**src/rtl/core/animated_sprite_blitter_unit_macros.svh**
```systemverilog
// assertion macros shared by the sprite blitter modules
// they expect clk_i and rst_ni in the scope of use
`ifndef ANIMATED_SPRITE_BLITTER_UNIT_MACROS_SVH
`define ANIMATED_SPRITE_BLITTER_UNIT_MACROS_SVH

`ifndef NO_ASSERTIONS
`define ASBU_ASSERT_IMP(lbl, ante, cons) \
  lbl: assert property (@(posedge clk_i) disable iff (!rst_ni) (ante) |-> (cons)) \
    else $error("asbu assertion failed");
`define ASBU_ASSERT_NEXT(lbl, ante, cons) \
  lbl: assert property (@(posedge clk_i) disable iff (!rst_ni) (ante) |=> (cons)) \
    else $error("asbu assertion failed");
`else
`define ASBU_ASSERT_IMP(lbl, ante, cons)
`define ASBU_ASSERT_NEXT(lbl, ante, cons)
`endif

`endif

```
**src/rtl/core/asbu_pkg.sv**
```systemverilog
`timescale 1ns / 1ps
`default_nettype none

package asbu_pkg;

  localparam int unsigned MaxSpriteWidth  = 8;
  localparam int unsigned MaxSpriteHeight = 8;
  localparam int unsigned MaxFrames       = 8;
  localparam int unsigned ScreenCols      = 128;
  localparam int unsigned ScreenRows      = 64;

  localparam int unsigned FrameSlot  = MaxSpriteWidth * MaxSpriteHeight;
  localparam int unsigned StoreDepth = MaxFrames * FrameSlot;
  localparam int unsigned StoreAw    = $clog2(StoreDepth);
  localparam int unsigned FrameW     = $clog2(MaxFrames);
  localparam int unsigned ColW       = $clog2(MaxSpriteWidth);
  localparam int unsigned RowW       = $clog2(MaxSpriteHeight);

  localparam int unsigned ScreenAw  = 13;
  localparam int unsigned GlyphW    = 16;
  localparam int unsigned SizeW     = 4;
  localparam int unsigned PeriodW   = 10;
  localparam int unsigned OriginW   = 8;
  localparam int unsigned PosW      = 16;
  localparam int unsigned ElapsedW  = 32;
  localparam int unsigned CfgIdxW   = 3;
  localparam int unsigned CfgDataW  = 10;

  localparam logic [GlyphW-1:0] SpaceGlyph = 16'h0020;
  localparam logic [PeriodW-1:0] PeriodReset = 10'd1000;

  localparam logic ActLoad = 1'b0;
  localparam logic ActDraw = 1'b1;

  localparam logic [CfgIdxW-1:0] CfgSpriteWidth  = 3'd0;
  localparam logic [CfgIdxW-1:0] CfgSpriteHeight = 3'd1;
  localparam logic [CfgIdxW-1:0] CfgFrameCount   = 3'd2;
  localparam logic [CfgIdxW-1:0] CfgFramePeriod  = 3'd3;
  localparam logic [CfgIdxW-1:0] CfgTransparent  = 3'd4;
  localparam logic [CfgIdxW-1:0] CfgOriginX      = 3'd5;
  localparam logic [CfgIdxW-1:0] CfgOriginY      = 3'd6;

  typedef struct packed {
    logic signed [PosW:0] x0;
    logic signed [PosW:0] y0;
    logic [SizeW-1:0]     width;
    logic [SizeW-1:0]     height;
    logic                 transparent;
    logic [FrameW-1:0]    frame;
  } draw_cmd_t;

endpackage

`default_nettype wire

```
**src/rtl/core/asbu_frame_div.sv**
```systemverilog
`timescale 1ns / 1ps
`default_nettype none

module asbu_frame_div (
  input  logic                           clk_i,
  input  logic                           rst_ni,
  input  logic                           start_i,
  input  logic [asbu_pkg::ElapsedW-1:0]  dividend_i,
  input  logic [asbu_pkg::PeriodW-1:0]   divisor_i,
  input  logic [asbu_pkg::SizeW-1:0]     modulus_i,
  output logic                           done_o,
  output logic [asbu_pkg::FrameW-1:0]    frame_o
);
  import asbu_pkg::*;

  localparam int unsigned CntW = $clog2(ElapsedW);

  logic                busy_q, busy_d;
  logic                done_q, done_d;
  logic [CntW-1:0]     cnt_q, cnt_d;
  logic [ElapsedW-1:0] dvd_q, dvd_d;
  logic [PeriodW-1:0]  rem_q, rem_d;
  logic [FrameW-1:0]   mod_q, mod_d;
  logic [PeriodW-1:0]  divisor_q, divisor_d;
  logic [SizeW-1:0]    modulus_q, modulus_d;

  logic [PeriodW:0]    trial;
  logic                ge;
  logic [SizeW-1:0]    m2;

  // restoring division, one quotient bit per cycle; the quotient itself is
  // never kept, only its running residue modulo the frame count
  always_comb begin
    trial = {rem_q, dvd_q[ElapsedW-1]};
    ge    = trial >= {1'b0, divisor_q};
    m2    = SizeW'({mod_q, ge});

    busy_d    = busy_q;
    done_d    = 1'b0;
    cnt_d     = cnt_q;
    dvd_d     = dvd_q;
    rem_d     = rem_q;
    mod_d     = mod_q;
    divisor_d = divisor_q;
    modulus_d = modulus_q;

    if (start_i) begin
      busy_d    = 1'b1;
      cnt_d     = CntW'(ElapsedW - 1);
      dvd_d     = dividend_i;
      rem_d     = '0;
      mod_d     = '0;
      divisor_d = divisor_i;
      modulus_d = modulus_i;
    end else if (busy_q) begin
      rem_d = ge ? PeriodW'(trial - {1'b0, divisor_q}) : trial[PeriodW-1:0];
      // 2*m + bit stays below twice the modulus
      mod_d = (m2 >= modulus_q) ? FrameW'(m2 - modulus_q) : FrameW'(m2);
      dvd_d = {dvd_q[ElapsedW-2:0], 1'b0};
      cnt_d = cnt_q - CntW'(1);
      if (cnt_q == '0) begin
        busy_d = 1'b0;
        done_d = 1'b1;
      end
    end
  end

  always_ff @(posedge clk_i or negedge rst_ni) begin
    if (!rst_ni) begin
      busy_q <= 1'b0;
      done_q <= 1'b0;
    end else begin
      busy_q <= busy_d;
      done_q <= done_d;
    end
  end

  always_ff @(posedge clk_i) begin
    cnt_q     <= cnt_d;
    dvd_q     <= dvd_d;
    rem_q     <= rem_d;
    mod_q     <= mod_d;
    divisor_q <= divisor_d;
    modulus_q <= modulus_d;
  end

  assign done_o  = done_q;
  assign frame_o = mod_q;

endmodule

`default_nettype wire

```
**config.mk**
```make
export PLATFORM = sky130hd
export DESIGN_NAME = asbu_frame_div
export DESIGN_NICKNAME = d
export VERILOG_FILES = /design/src/rtl/core/animated_sprite_blitter_unit_macros.svh /design/src/rtl/core/asbu_pkg.sv /design/src/rtl/core/asbu_frame_div.sv
export SDC_FILE = /design/constraint.sdc
export NUM_CORES = 1
export LEC_CHECK = 0
export ABC_CLOCK_PERIOD_IN_PS = 5500
export BUFFER_PORTS_ARGS = -buffer_cell sky130_fd_sc_hd__buf_2
export CORE_UTILIZATION = 60
export DETAILED_ROUTE_END_ITERATION = 16
export PLACE_DENSITY = 0.82
export SLEW_MARGIN = 15
export SYNTH_ARGS = -nofsm -noshare
export SYNTH_HDL_FRONTEND = slang
export SYNTH_SLANG_ARGS = --single-unit
```
**constraint.sdc**
```tcl
create_clock -name clk_i -period 5.5 [get_ports clk_i]
set_input_delay 1.1 -clock clk_i [delete_from_list [all_inputs] [get_ports clk_i]]
set_output_delay 1.1 -clock clk_i [all_outputs]
set_load 0.03 [all_outputs]
```
# Word-level counts from Yosys, hierarchy flattened
# Cells that the tools add are included.
[word_totals]
ff_bits = 66
inputBits = 49
out_inout_bits = 4
elab_cells = 25
[op_classes]
n_addsub = 3
n_lt_le_gt_ge = 2
mux = 10
n_reduce_logical = 2
[op_table]
columns = ["op", "n"]
rows = [
  ["32-bit two-way mux", 2],
  ["11-bit by 10-bit greater-or-equal comparator with 1-bit output", 1],
  ["10-bit two-way mux", 1],
  ["10-bit subtractor", 1],
  ["1-bit two-way mux", 6],
  ["5-bit logical NOT", 1],
  ["5-bit by 1-bit subtractor with 5-bit output (second input constant)", 1],
  ["4-bit greater-or-equal comparator", 1],
  ["3-bit two-way mux", 1],
  ["3-bit subtractor", 1],
  ["2-bit nonzero test", 1],
]

# Longest topological paths before layout
[depth]
word_depth = 4
mapped_depth = 16
mapped_depth_nobuf = 15

# Worst setup path before layout
# Ideal clock, no wire load.
[synth_timing]
kind = "reg2reg"
from = "reg divisor_q[5]"
to = "reg mod_q[2], in the netlist frame_o[2]"
t_arrival_ns = 2.895
t_required_ns = 5.361
slack_ns = 2.467
stages_incl_launch_ff = 15
path_buffers = 1
period_less_slack_ns = 3.033
cell_sequence = "edfxtp_1 > inv_1 > ha_1 > clkbuf_2 > nand4_1 > a211oi_2 > o21ai_1 > nand2_2 > clkinv_1 > ha_1 > fa_1 > a21boi_0 > o21ai_0 > mux2i_1 > a211oi_1"
[synth_between]
elab_chain_len = 3
elab_cells_between_ends = 4
classes_between = "1 x add/sub; 2 x order compare; 1 x mux"
[synth_rtl]
columns = ["element", "line", "rtl"]
rows = [
  ["from (decl)", "asbu_frame_div.sv:24", "logic [PeriodW-1:0] divisor_q, divisor_d;"],
  ["from (signal assigned)", "asbu_frame_div.sv:83", "divisor_q <= divisor_d;"],
  ["11-bit by 10-bit greater-or-equal comparator with 1-bit output *", "asbu_frame_div.sv:35", "ge = trial >= {1'b0, divisor_q};"],
  ["4-bit greater-or-equal comparator or 3-bit subtractor (tied branches)", "asbu_frame_div.sv:58", "mod_d = (m2 >= modulus_q) ? FrameW'(m2 - modulus_q) : FrameW'(m2);"],
  ["3-bit two-way mux *", "asbu_frame_div.sv:58", ""],
  ["to (signal assigned)", "asbu_frame_div.sv:82", "mod_q <= mod_d;"],
  ["to (decl)", "asbu_frame_div.sv:23", "logic [FrameW-1:0] mod_q, mod_d;"],
]
# Mark *: on every way between the ends. The rest lies on a longest branch, timed or not.
# A chain may end at the register's enable or synchronous reset.

# Worst setup path in the final report
[layout_timing]
from = "reg divisor_q[6]"
to = "reg mod_q[1], in the netlist frame_o[1]"
# Same word-level chain as after synthesis.

==> impl_metrics.json <==
{
  "hold_class": "reg -> reg",
  "path_max_fanout": 12,
  "relSlewSlack": 0.270,
  "dpl_worst_slack_ps": 1870,
  "fin_crit_sh": 0.682,
  "drt_iter0_drc": 120,
  "grt_overflow": 0,
  "final_area_sq_mm": 0.00374,
  "cts_tree": "built",
  "worst_pin_slew_ps": 1090,
  "antenna_cells": 0,
  "crit_chain": "inv_1 > ha_1 > nand4_1 > a211oi_2 > o21ai_1 > nand2_2 > clkinv_1 > ha_1 > fa_1 > a21boi_0 > o21ai_0 > a21oi_1 > mux2i_1 > nor2_1",
  "seq_area_frac_synth": 0.550,
  "cp_slowest_stage_delay_ps": 460,
  "total_power_mw": 1.60,
  "antenna_found_initial": 0,
  "drc": 0,
  "postCtsHoldBufs": 0,
  "vias_per_cell": 5.43,
  "end_kind": "flop",
  "dpl-instance-area_sq_mm": 0.00356,
  "synthDistinctLibCells": 45,
  "wl_per_cell_um": 15.1,
  "multi_input_area_sq_mm": 0.00132,
  "cts.sinks": 66,
  "placedCellCount": 384,
  "crit_top_cell": "ha_1",
  "status": "completed",
  "ys.flop_type": "edfxtp_1",
  "p_leak_nw": 1.58,
  "setup_slack_ps": 1750,
  "clock_latency_ps": 340,
  "clkTransAtPathRegs_ps": 70,
  "htreeDepth": 3,
  "syn_nets": 338,
  "grt_pass1_vias": 2205,
  "io_pins": 53,
  "final_util": 0.724,
  "grt_pass1_wl_um": 9960,
  "die_x_um": 75.7,
  "netlist_area_sq_mm": 0.00326,
  "die_h_um": 75.7,
  "skew_ps": 6.70,
  "worst-setup-path-type": "reg -> reg",
  "holdPathStages": 2,
  "synth_edf_count": 46,
  "setup_tns_ps": 0,
  "whs_ps": 501,
  "critPathArrivalTime_ps": 3940,
  "finalNonFillerCells": 400,
  "cts_resized": 0,
  "initial_core_util": 0.629,
  "num_rows": 26,
  "dp_hpwl_um": 3880,
  "layout-drive-gt1-share": 0.318,
  "reg2regPathDepth": 14,
  "gp_congestion": 0.844,
  "finalHoldViolCount": 0,
  "synth_seq_cells": 66,
  "slowest_stage": "o21ai_0",
  "wirelength_um": 6050,
  "vdd_drop_max_mv": 0.241,
  "setup_viol": 0,
  "start_kind": "flop",
  "antenna_left": 0,
  "grt_max_degree": 65,
  "root_buffer": "clkbuf_8",
  "slew_violations": 0,
  "port_buffers": 52,
  "syn2layout_area_growth_pct": 15.0,
  "cts_setup_buffers": 0,
  "final_nets": 391,
  "drv_cap": 0,
  "yosys_warnings": 0,
  "track_usage": 0.243,
  "clockBufferDepth": 2,
  "min_period_ps": 3750,
  "clock.fmax_mhz": 267,
  "cts_made_buffers": 9,
  "p_per_area_mw_per_mm2": 428,
  "core_area_sq_mm": 0.00517,
  "rsz0062_at_grt": "false",
  "seqCellArea_sq_mm": 0.00179,
  "vias": 2172,
  "avgSynthCellArea_sq_um": 12.0,
  "synthArstFlopShare": 0.0303,
  "fill_cells": 372,
  "syn-instance-count": 272,
  "dr.pass1.iters": 4,
  "die_area_sq_mm": 0.00572,
  "required_ps": 5690
}
## area by class of cell
type	count	share of cell area
Sequential cell	66	0.478
Timing Repair Buffer	53	0.0715
Clock inverter	7	0.0160
Clock buffer	9	0.0331
Multi-Input combinational cell	171	0.353
Tap cell	70	0.0234
Inverter	24	0.0241
## final timing paths
check / from / to / slack [ps]
worst max-delay path: divisor_q[6] / frame_o[1] / 1750
max in group asynchronous: rst_ni / done_o / 4880
worst max register to register: divisor_q[6] / frame_o[1] / 1750
min in group asynchronous: rst_ni / busy_q / 530
worst min-delay path: cnt_q[4] / cnt_q[4] / 500
worst min register to register: cnt_q[4] / cnt_q[4] / 500
## Yosys cell counts (4+ instances only)
cell	instances	area [sq um]
nand2b_1	11	68.8
nand2_1	19	71.3
mux2_2	31	349
ha_1	15	188
edfxtp_1	46	1380
a311oi_1	6	52.6
xnor2_1	6	52.6
a21oi_1	12	60.1
inv_1	23	86.3
dfxtp_1	18	360
o21ai_0	6	30.0
nand4_1	4	25.0
clkbuf_1	9	33.8
nor2_1	20	75.1
## cells by family after synthesis
family | after synthesis | share of synthesized area
buf+inv | 35 | 0.0430
fa+ha+maj | 17 | 0.0699
compound gates | 44 | 0.0972
flops | 66 | 0.550
simple gates | 68 | 0.102
xor+xnor | 9 | 0.0242
mux | 33 | 0.113
## cell usage in the layout (no fill, tap or decap), types with 2 or more instances in the layout
cell type | synthesis | routed
dfxtp_1 | 18 | 18
o211ai_1 | 3 | 3
clkinv_1 | 1 | 4
nand3b_1 | 2 | 2
dfrtp_1 | 2 | 2
a21oi_1 | 12 | 12
clkinv_2 | 0 | 3
nand2_1 | 19 | 19
ha_1 | 15 | 15
nand2b_1 | 11 | 11
nor2b_1 | 2 | 2
a311oi_1 | 6 | 6
mux2i_1 | 2 | 2
a211oi_2 | 3 | 3
xor2_1 | 3 | 3
o21bai_1 | 2 | 2
nand4_1 | 4 | 4
xnor2_1 | 6 | 6
a21o_1 | 2 | 2
inv_1 | 23 | 22
fa_1 | 2 | 2
clkbuf_8 | 0 | 9
buf_2 | 0 | 52
nor2_1 | 20 | 20
edfxtp_1 | 46 | 46
nand3_1 | 3 | 3
o21ai_0 | 6 | 6
mux2_2 | 31 | 31
## sequential cells by signal, summed over array words and instances, names as in the netlist
signal,flops
rem_q,10
modulus_q,4
cnt_q,5
dvd_q,32
done_o,1
busy_q,1
frame_o,3
divisor_q,10
## critical path: cells and delay by family, from the launching register on
| kind | cells | cell delay [ps] |
|---|---|---|
| AOI/OAI and AO/OA | 5 | 1170 |
| adders and majority gates | 3 | 1090 |
| and+or+nand+nor | 3 | 490 |
| buffers and inverters | 2 | 340 |
| DFF | 1 | 320 |
| muxes | 1 | 180 |
## routing by layer
layer	share of wire	GRT usage
met2	0.47	0.379
met4	0.026	0.134
met5	0	0
met3	0.062	0.0873
met1	0.44	0.295
## report_power, final
part,switching (mW),internal [mW]
combinational,0.315,0.236
sequential,0.0513,0.613
clock,0.185,0.204
(Power assumes the default switching activity.)
