### src/rtl/core/animated_sprite_blitter_unit_macros.svh
// assertion macros shared by the sprite blitter modules
// they expect clk_i and rst_ni in the scope of use
`ifndef ANIMATED_SPRITE_BLITTER_UNIT_MACROS_SVH
`define ANIMATED_SPRITE_BLITTER_UNIT_MACROS_SVH

`ifndef NO_ASSERTIONS
`define ASBU_ASSERT_IMP(lbl, ante, cons) \
  lbl: assert property (@(posedge clk_i) disable iff (!rst_ni) (ante) |-> (cons)) \
    else $error("asbu assertion failed");
`define ASBU_ASSERT_NEXT(lbl, ante, cons) \
  lbl: assert property (@(posedge clk_i) disable iff (!rst_ni) (ante) |=> (cons)) \
    else $error("asbu assertion failed");
`else
`define ASBU_ASSERT_IMP(lbl, ante, cons)
`define ASBU_ASSERT_NEXT(lbl, ante, cons)
`endif

`endif

### src/rtl/core/asbu_pkg.sv
`timescale 1ns / 1ps
`default_nettype none

package asbu_pkg;

  localparam int unsigned MaxSpriteWidth  = 8;
  localparam int unsigned MaxSpriteHeight = 8;
  localparam int unsigned MaxFrames       = 8;
  localparam int unsigned ScreenCols      = 128;
  localparam int unsigned ScreenRows      = 64;

  localparam int unsigned FrameSlot  = MaxSpriteWidth * MaxSpriteHeight;
  localparam int unsigned StoreDepth = MaxFrames * FrameSlot;
  localparam int unsigned StoreAw    = $clog2(StoreDepth);
  localparam int unsigned FrameW     = $clog2(MaxFrames);
  localparam int unsigned ColW       = $clog2(MaxSpriteWidth);
  localparam int unsigned RowW       = $clog2(MaxSpriteHeight);

  localparam int unsigned ScreenAw  = 13;
  localparam int unsigned GlyphW    = 16;
  localparam int unsigned SizeW     = 4;
  localparam int unsigned PeriodW   = 10;
  localparam int unsigned OriginW   = 8;
  localparam int unsigned PosW      = 16;
  localparam int unsigned ElapsedW  = 32;
  localparam int unsigned CfgIdxW   = 3;
  localparam int unsigned CfgDataW  = 10;

  localparam logic [GlyphW-1:0] SpaceGlyph = 16'h0020;
  localparam logic [PeriodW-1:0] PeriodReset = 10'd1000;

  localparam logic ActLoad = 1'b0;
  localparam logic ActDraw = 1'b1;

  localparam logic [CfgIdxW-1:0] CfgSpriteWidth  = 3'd0;
  localparam logic [CfgIdxW-1:0] CfgSpriteHeight = 3'd1;
  localparam logic [CfgIdxW-1:0] CfgFrameCount   = 3'd2;
  localparam logic [CfgIdxW-1:0] CfgFramePeriod  = 3'd3;
  localparam logic [CfgIdxW-1:0] CfgTransparent  = 3'd4;
  localparam logic [CfgIdxW-1:0] CfgOriginX      = 3'd5;
  localparam logic [CfgIdxW-1:0] CfgOriginY      = 3'd6;

  typedef struct packed {
    logic signed [PosW:0] x0;
    logic signed [PosW:0] y0;
    logic [SizeW-1:0]     width;
    logic [SizeW-1:0]     height;
    logic                 transparent;
    logic [FrameW-1:0]    frame;
  } draw_cmd_t;

endpackage

`default_nettype wire

### src/rtl/core/asbu_pixel_walk.sv
`timescale 1ns / 1ps
`default_nettype none

`include "animated_sprite_blitter_unit_macros.svh"

module asbu_pixel_walk (
  input  logic                           clk_i,
  input  logic                           rst_ni,
  input  logic                           start_i,
  input  asbu_pkg::draw_cmd_t            cmd_i,
  output logic                           done_o,
  output logic                           rd_en_o,
  output logic [asbu_pkg::StoreAw-1:0]   rd_addr_o,
  input  logic [asbu_pkg::GlyphW-1:0]    rd_data_i,
  output logic                           out_valid_o,
  input  logic                           out_stall_i,
  output logic [asbu_pkg::ScreenAw-1:0]  screen_address_o,
  output logic [asbu_pkg::GlyphW-1:0]    glyph_out_o,
  output logic [asbu_pkg::FrameW-1:0]    frame_index_o,
  output logic                           last_o
);
  import asbu_pkg::*;

  draw_cmd_t           cmd_q, cmd_d;
  logic                act_q, act_d;
  logic [RowW-1:0]     row_q, row_d;
  logic [ColW-1:0]     col_q, col_d;
  logic [StoreAw-1:0]  ptr_q, ptr_d;

  // read stage: glyph arrives from the store in the cycle after issue
  logic                b_valid_q, b_valid_d;
  logic                b_on_q, b_on_d;
  logic                b_end_q, b_end_d;
  logic [ScreenAw-1:0] b_sa_q, b_sa_d;
  logic                flush_q, flush_d;

  // one write is held back until the next one shows it was not the last
  logic                h_valid_q, h_valid_d;
  logic [ScreenAw-1:0] h_sa_q, h_sa_d;
  logic [GlyphW-1:0]   h_glyph_q, h_glyph_d;

  logic                o_valid_q, o_valid_d;
  logic [ScreenAw-1:0] o_sa_q, o_sa_d;
  logic [GlyphW-1:0]   o_glyph_q, o_glyph_d;
  logic [FrameW-1:0]   o_frame_q, o_frame_d;
  logic                o_last_q, o_last_d;

  logic                  go;
  logic signed [PosW+1:0] px, py;
  logic                  on_screen;
  logic [ScreenAw-1:0]   sa;
  logic                  col_end, last_pix, cand, load_o;

  always_comb begin
    go = !o_valid_q || !out_stall_i;

    px = {cmd_q.x0[PosW], cmd_q.x0} + (PosW+2)'(col_q);
    py = {cmd_q.y0[PosW], cmd_q.y0} + (PosW+2)'(row_q);
    on_screen = !px[PosW+1] && (px < (PosW+2)'(ScreenCols)) &&
                !py[PosW+1] && (py < (PosW+2)'(ScreenRows));
    sa = ScreenAw'(py) * ScreenAw'(ScreenCols) + ScreenAw'(px);

    col_end  = SizeW'(col_q) == cmd_q.width - SizeW'(1);
    last_pix = col_end && (SizeW'(row_q) == cmd_q.height - SizeW'(1));
    cand     = b_valid_q && b_on_q &&
               !(cmd_q.transparent && (rd_data_i == SpaceGlyph));

    rd_en_o   = go && act_q;
    rd_addr_o = ptr_q;

    cmd_d     = cmd_q;
    act_d     = act_q;
    row_d     = row_q;
    col_d     = col_q;
    ptr_d     = ptr_q;
    b_valid_d = b_valid_q;
    b_on_d    = b_on_q;
    b_end_d   = b_end_q;
    b_sa_d    = b_sa_q;
    flush_d   = flush_q;
    h_valid_d = h_valid_q;
    h_sa_d    = h_sa_q;
    h_glyph_d = h_glyph_q;
    o_valid_d = o_valid_q;
    o_sa_d    = o_sa_q;
    o_glyph_d = o_glyph_q;
    o_frame_d = o_frame_q;
    o_last_d  = o_last_q;
    load_o    = 1'b0;

    if (go) begin
      if (act_q) begin
        col_d = col_end ? '0 : col_q + ColW'(1);
        row_d = col_end ? row_q + RowW'(1) : row_q;
        ptr_d = ptr_q + StoreAw'(1);
        act_d = !last_pix;
      end
      b_valid_d = act_q;
      b_on_d    = on_screen;
      b_end_d   = last_pix;
      b_sa_d    = sa;
      flush_d   = b_valid_q && b_end_q;

      if (flush_q) begin
        if (h_valid_q) begin
          load_o    = 1'b1;
          o_last_d  = 1'b1;
          h_valid_d = 1'b0;
        end
      end else if (cand) begin
        if (h_valid_q) begin
          load_o   = 1'b1;
          o_last_d = 1'b0;
        end
        h_valid_d = 1'b1;
        h_sa_d    = b_sa_q;
        h_glyph_d = rd_data_i;
      end

      o_valid_d = load_o;
      if (load_o) begin
        o_sa_d    = h_sa_q;
        o_glyph_d = h_glyph_q;
        o_frame_d = cmd_q.frame;
      end
    end

    if (start_i) begin
      cmd_d = cmd_i;
      act_d = 1'b1;
      row_d = '0;
      col_d = '0;
      ptr_d = StoreAw'(cmd_i.frame) * StoreAw'(FrameSlot);
    end

    done_o = go && flush_q;
  end

  always_ff @(posedge clk_i or negedge rst_ni) begin
    if (!rst_ni) begin
      act_q     <= 1'b0;
      b_valid_q <= 1'b0;
      flush_q   <= 1'b0;
      h_valid_q <= 1'b0;
      o_valid_q <= 1'b0;
    end else begin
      act_q     <= act_d;
      b_valid_q <= b_valid_d;
      flush_q   <= flush_d;
      h_valid_q <= h_valid_d;
      o_valid_q <= o_valid_d;
    end
  end

  always_ff @(posedge clk_i) begin
    cmd_q     <= cmd_d;
    row_q     <= row_d;
    col_q     <= col_d;
    ptr_q     <= ptr_d;
    b_on_q    <= b_on_d;
    b_end_q   <= b_end_d;
    b_sa_q    <= b_sa_d;
    h_sa_q    <= h_sa_d;
    h_glyph_q <= h_glyph_d;
    o_sa_q    <= o_sa_d;
    o_glyph_q <= o_glyph_d;
    o_frame_q <= o_frame_d;
    o_last_q  <= o_last_d;
  end

  assign out_valid_o      = o_valid_q;
  assign screen_address_o = o_sa_q;
  assign glyph_out_o      = o_glyph_q;
  assign frame_index_o    = o_frame_q;
  assign last_o           = o_last_q;

  `ASBU_ASSERT_IMP(a_start_when_empty, start_i,
                   !act_q && !b_valid_q && !flush_q && !h_valid_q)
  `ASBU_ASSERT_NEXT(a_flush_drains, done_o, !h_valid_q && !flush_q && !b_valid_q)
  `ASBU_ASSERT_IMP(a_ptr_in_frame, act_q, ptr_q[StoreAw-1 -: FrameW] == cmd_q.frame)

endmodule

`default_nettype wire

### config.mk
export PLATFORM = sky130hd
export DESIGN_NAME = asbu_pixel_walk
export DESIGN_NICKNAME = d
export VERILOG_FILES = /design/src/rtl/core/asbu_pkg.sv /design/src/rtl/core/asbu_pixel_walk.sv
export VERILOG_INCLUDE_DIRS = /design/src /design/src/rtl/core
export SDC_FILE = /design/constraint.sdc
export NUM_CORES = 1
export LEC_CHECK = 0
export ABC_CLOCK_PERIOD_IN_PS = 6200
export BUFFER_PORTS_ARGS = -buffer_cell sky130_fd_sc_hd__buf_2
export CAP_MARGIN = 20
export CORE_MARGIN = 2
export CORE_UTILIZATION = 30
export CTS_CLUSTER_DIAMETER = 30
export DETAILED_ROUTE_END_ITERATION = 8
export MAX_ROUTING_LAYER = met4
export PLACE_DENSITY = 0.47
export SYNTH_ARGS = -nofsm -noshare
export SYNTH_HDL_FRONTEND = slang
export SYNTH_SLANG_ARGS = --single-unit
### constraint.sdc
create_clock -name clk_i -period 6.2 [get_ports clk_i]
set_input_delay 0.31 -clock clk_i [delete_from_list [all_inputs] [get_ports clk_i]]
set_output_delay 0.31 -clock clk_i [all_outputs]
set_load 0.05 [all_outputs]
# Word level (Yosys, flattened, before mapping)
# Cells that the tools add are included.
# word_totals
reg_bits,143
inputBits,66
out_inout_bits,45
word_cells,82
# op_classes
n_addsub,8
order_cmp,2
eq_ne,3
mux,17
bitwise,1
reduce_logical,27
# op_table
cell,count
adder 17 x 4 -> 18 bit,2
2-to-1 mux 9 bit,3
"less-than comparator 18 x 7 -> 1 bit, second input constant",1
"less-than comparator 18 x 8 -> 1 bit, second input constant",1
"equality test 16 x 6 -> 1 bit, second input constant",1
adder 13 bit,1
2-to-1 mux 1 bit,13
logical AND 1 bit,10
"adder 9 x 1 -> 9 bit, second input constant",1
AND reduction 3 bit,3
equality test 3 x 4 -> 1 bit,2
AND reduction 2 bit,4
"subtractor 4 x 1 -> 4 bit, second input constant",2
"adder 3 x 1 -> 3 bit, second input constant",2
zero test 1 bit,6
nonzero test 2 bit,3
2-to-1 mux 3 bit,1
logical OR 1 bit,1
inverter 1 bit,1

# Longest topological paths before layout
# logic_depth
ltp_word,8
ltp_mapped,11
mapped_depth_nobuf,11

# Least setup slack after synthesis
# Ideal clock, no wire load.
# synth_path
path_type,register to register
startpoint,register o_valid_q (netlist: out_valid_o)
endpoint,register o_frame_q[0] (netlist: frame_index_o[0]) (enable)
setup_ns,0.434
arrival_ns,3.123
t_required_ns,5.766
slack_ns,2.643
path_stages_with_launch,5
path_buffers,0
period_less_slack_ns,3.557
cell_sequence,dfrtp_1 > nand2_1 > and3_1 > o21ai_0 > a21oi_1
# synth_between
elab_chain_cells,3
# synth_lines
item,line,source
start: declaration,asbu_pixel_walk.sv:42,"logic o_valid_q, o_valid_d;"
start signal: assignment,asbu_pixel_walk.sv:151,o_valid_q <= o_valid_d;
zero test 1 bit,asbu_pixel_walk.sv:55,go = !o_valid_q || !out_stall_i;
logical OR 1 bit,asbu_pixel_walk.sv:55,
via go,asbu_pixel_walk.sv:48,logic go;
AND reduction 2 bit (no line),-,
end signal: assignment,asbu_pixel_walk.sv:167,o_frame_q <= o_frame_d;
end: declaration,asbu_pixel_walk.sv:45,"logic [FrameW-1:0] o_frame_q, o_frame_d;"
# The timed path passes the listed nets, and every way through them passes these cells.
# A chain may end at the register's enable or synchronous reset.

# Final worst setup path
# layout_path
startpoint,register cmd_q[30] (netlist name)
endpoint,"register b_sa_q[11], data pin"
# layout_between
elab_chain_cells,2
# layout_lines
item,line,source
start: declaration,asbu_pixel_walk.sv:24,"draw_cmd_t cmd_q, cmd_d;"
start signal: assignment,asbu_pixel_walk.sv:156,cmd_q <= cmd_d;
adder 17 x 4 -> 18 bit,asbu_pixel_walk.sv:57,"px = {cmd_q.x0[PosW], cmd_q.x0} + (PosW+2)'(col_q);"
adder 13 bit,asbu_pixel_walk.sv:61,sa = ScreenAw'(py) * ScreenAw'(ScreenCols) + ScreenAw'(px);
via sa[11],asbu_pixel_walk.sv:51,logic [ScreenAw-1:0] sa;
end signal: assignment,asbu_pixel_walk.sv:162,b_sa_q <= b_sa_d;
end: declaration,asbu_pixel_walk.sv:34,"logic [ScreenAw-1:0] b_sa_q, b_sa_d;"
# The timed path passes the listed nets, and every way through them passes these cells.

==> results_dict.tcl <==
set metrics [dict create \
    crit_path_cell_trace "ha_1, a211oi_2, nor3_1, xnor2_1, inv_1, ha_1, fa_1, a21oi_1, nor2_1, nor2_1, xnor2_1" \
    synth_edf_count 126 \
    synth_top_area_share 0.654 \
    rsz0062_at_grt "false" \
    core_area_um2 18800 \
    drc 0 \
    post-route-period-util 0.465 \
    place_congestion 0.864 \
    hold_path_depth 1 \
    viasPerCell 4.43 \
    die_area_um2 20400 \
    grt_pass1_vias 3426 \
    num_vias 3442 \
    drive_above_1_share 0.296 \
    min_to "cmd_q[32]" \
    p_sw_frac 0.298 \
    grt_use_total 0.121 \
    area_growth_syn_to_layout_pct 26.2 \
    post-place-ws_ps 3300 \
    seqCellArea_um2 4150 \
    hpwl_um 8420 \
    yosysTopAreaCell "edfxtp_1" \
    reg2reg_slack_ps 3320 \
    clockBufferDepth 2 \
    fin_tns_setup_ps 0 \
    worstPathMaxFanout 4 \
    slew_headroom 0.486 \
    start_util 0.307 \
    status "complete, no violations" \
    clk_pin_slew_ps 60 \
    netlist_top_cells_area "edfxtp_1 65%, dfxtp_1 4.1%, ha_1 3.5%" \
    cp-end-kind "flop" \
    worstSkewPairLatency_ps 420 \
    synth_ff_type "edfxtp_1" \
    yosysSeqAreaShare 0.717 \
    ff2ff_path_depth 11 \
    fillers 1780 \
    cts_sinks 143 \
    power_leakage_nw 2.83 \
    multi_input_area_um2 1600 \
    port_buffers 110 \
    power_frac_seq 0.467 \
    cts-buffers-inserted 17 \
    setup_violations 0 \
    wl_um 11400 \
    synth_cells 373 \
    ys_warn_count 0 \
    final_hold_viol_count 0 \
    intPower_mw 2.02 \
    r2r_start "cmd_q[30]" \
    max_cap_violations 0 \
    antenna_found_initial 0 \
    post_drt_wl_per_cell_um 14.7 \
    h-tree-depth 4 \
    worstPathArrival_ps 3050 \
    critPathRequiredTime_ps 6370 \
    postSynthAreaPerCell_um2 15.5 \
    p_comb_frac 0.184 \
    layout_min_cycle_time_ps 2880 \
    fin_ws_ps 3320 \
    drt_first_pass_iters 4 \
    worst_pin_slew_ps 770 \
    fp.dieW_um 143 \
    cts_tree "done" \
    drv_slew 0 \
    root_buffer "clkbuf_16" \
    grt_max_degree 65 \
    reg2reg_to "b_sa_q[11]" \
    min_path_type "input port to flop" \
    grt-ovfl-total 0 \
    ant_nets 0 \
    die_y_um 143 \
    cts_resized 0 \
    ys_seq_elements 143 \
    ioPinCount 111 \
    synthesis.area_um2 5790 \
    fmax_mhz 347 \
    grt_first_pass_wirelength_um 18000 \
    holdWs_ps 64.6 \
    critical_path.max_stage_delay_ps 430 \
    fin_nets 589 \
    fin_skew_ps 6.73 \
    min_from "cmd_i[32]" \
    synthDistinctLibCells 54 \
    peakVddDrop_uv 211 \
    critical_path_class "flop to flop" \
    n_antenna_cell 0 \
    fp-row-count 50 \
    critPathLaunchType "flop" \
    drt_iter0_markers 124 \
    ys_async_sr_fraction 0.0350 \
    slowest_stage "edfxtp_1" \
    p_switching_mw 0.857 \
    clock_power_share 0.349 \
    synth_nets 458 \
    cellPowerDensity_nw_per_um2 394 \
]
==> Yosys cell counts, types with 5 or more instances <==
cell and count:
nand4_1 6, o21ai_0 5, nor3_1 7, inv_1 12, dfxtp_1 12, nand3_1 14, ha_1 16, edfxtp_1 126
a21oi_1 17, nor2_1 20, a21o_1 8, and3_1 8, nor4_1 7, xor2_1 14, dfrtp_1 5, xnor2_1 19
nand2_1 21
==> how the worst max path moves through the flow <==
stage          cells after the start   startpoint  slack, ps          endpoint
4_1_cts                           11    cmd_q[30]       3300        b_sa_q[11]
3_3_place_gp                      11    cmd_q[29]       3390        b_sa_q[12]
6_report                          11    cmd_q[30]       3320        b_sa_q[11]
2_1_floorplan                      4  out_valid_o       2640  frame_index_o[0]
5_1_grt                           11    cmd_q[30]       3090        b_sa_q[11]
3_5_place_dp                      11    cmd_q[30]       3300        b_sa_q[11]
==> worst max-delay path: cells and delay by family (launching register included) <==
family          cells  cell delay [ps]
buf+inv             1               80
flops               1              430
fa+ha+maj           3              950
compound gates      2              550
xor+xnor            2              310
simple gates        3              320
==> power by group through the flow <==
stage	clock, mW	combinational, mW	sequential, mW
2_1_floorplan	0	0.216	1.51
4_1_cts	1.04	0.529	1.35
5_1_grt	1.07	0.578	1.37
3_5_place_dp	0	0.527	1.37
6_report	1.01	0.529	1.34
3_3_place_gp	0	0.521	1.36
==> layout by cell type, fill, tap and decap left out, types with 4 or more instances in the layout <==
cell	n
a21o_1	8
nor3_1	7
nor4_1	7
nor2_1	19
edfxtp_1	126
o21ai_0	5
xor2_1	14
and3_1	8
clkinv_1	4
dfxtp_1	12
buf_2	110
inv_1	12
ha_1	16
xnor2_1	19
a21oi_1	16
dfrtp_1	5
nand3_1	14
clkbuf_16	17
nand4_1	6
nand2_1	21
==> layout make-up <==
cell class,count,area share
timing repair buffer,114,0.0815
clock buffer,17,0.0582
tap,260,0.0445
sequential,143,0.568
inverter,13,0.00668
multi-input combinational,215,0.219
clock inverter,15,0.0221
==> state kept, by name, summed over array words and instances, names as in the netlist <==
signal / cells
h_glyph_q: 16
b_sa_q: 13
out_valid_o: 1
screen_address_o: 13
flush_q: 1
b_end_q: 1
last_o: 1
row_q: 3
col_q: 3
b_valid_q: 1
frame_index_o: 3
cmd_q: 46
h_sa_q: 13
b_on_q: 1
act_q: 1
glyph_out_o: 16
rd_addr_o: 9
h_valid_q: 1
==> metal layers <==
metal / up-vias / global-route usage / wire, um / part of all wire
met5: - / - / 0 / 0
met4: 0 / 0.0589 / 271 / 0.024
met3: 19 / 0.0359 / 625 / 0.055
met1: 1621 / 0.145 / 5130 / 0.45
met2: 98 / 0.187 / 5370 / 0.47
li1: 1704 / - / - / -
==> stage by stage <==
stage	instance area [um2]	util	cells	total power, mW
floorplan	5790	-	373	1.73
global placement	6690	0.355	743	1.89
detailed placement	6690	0.355	743	1.90
CTS	7280	0.387	776	2.92
global route	7300	0.388	777	3.02
finish	7300	0.388	777	2.88
==> repair_timing <==
item,in CTS,in global routing
endpoints found under the hold margin,5,0
hold buffers,1,0
buffers inserted,0,0
==> logic make-up (layout without fill, tap and decap cells) <==
| family | after synthesis | after routing | synth area share |
|---|---|---|---|
| flops | 143 | 143 | 0.717 |
| mux | 3 | 3 | 0.00519 |
| compound gates | 53 | 53 | 0.0661 |
| simple gates | 105 | 105 | 0.0996 |
| buf+inv | 15 | 159 | 0.00972 |
| xor+xnor | 35 | 35 | 0.0577 |
| fa+ha+maj | 19 | 19 | 0.0450 |
Power figures use the tool's default switching activity.
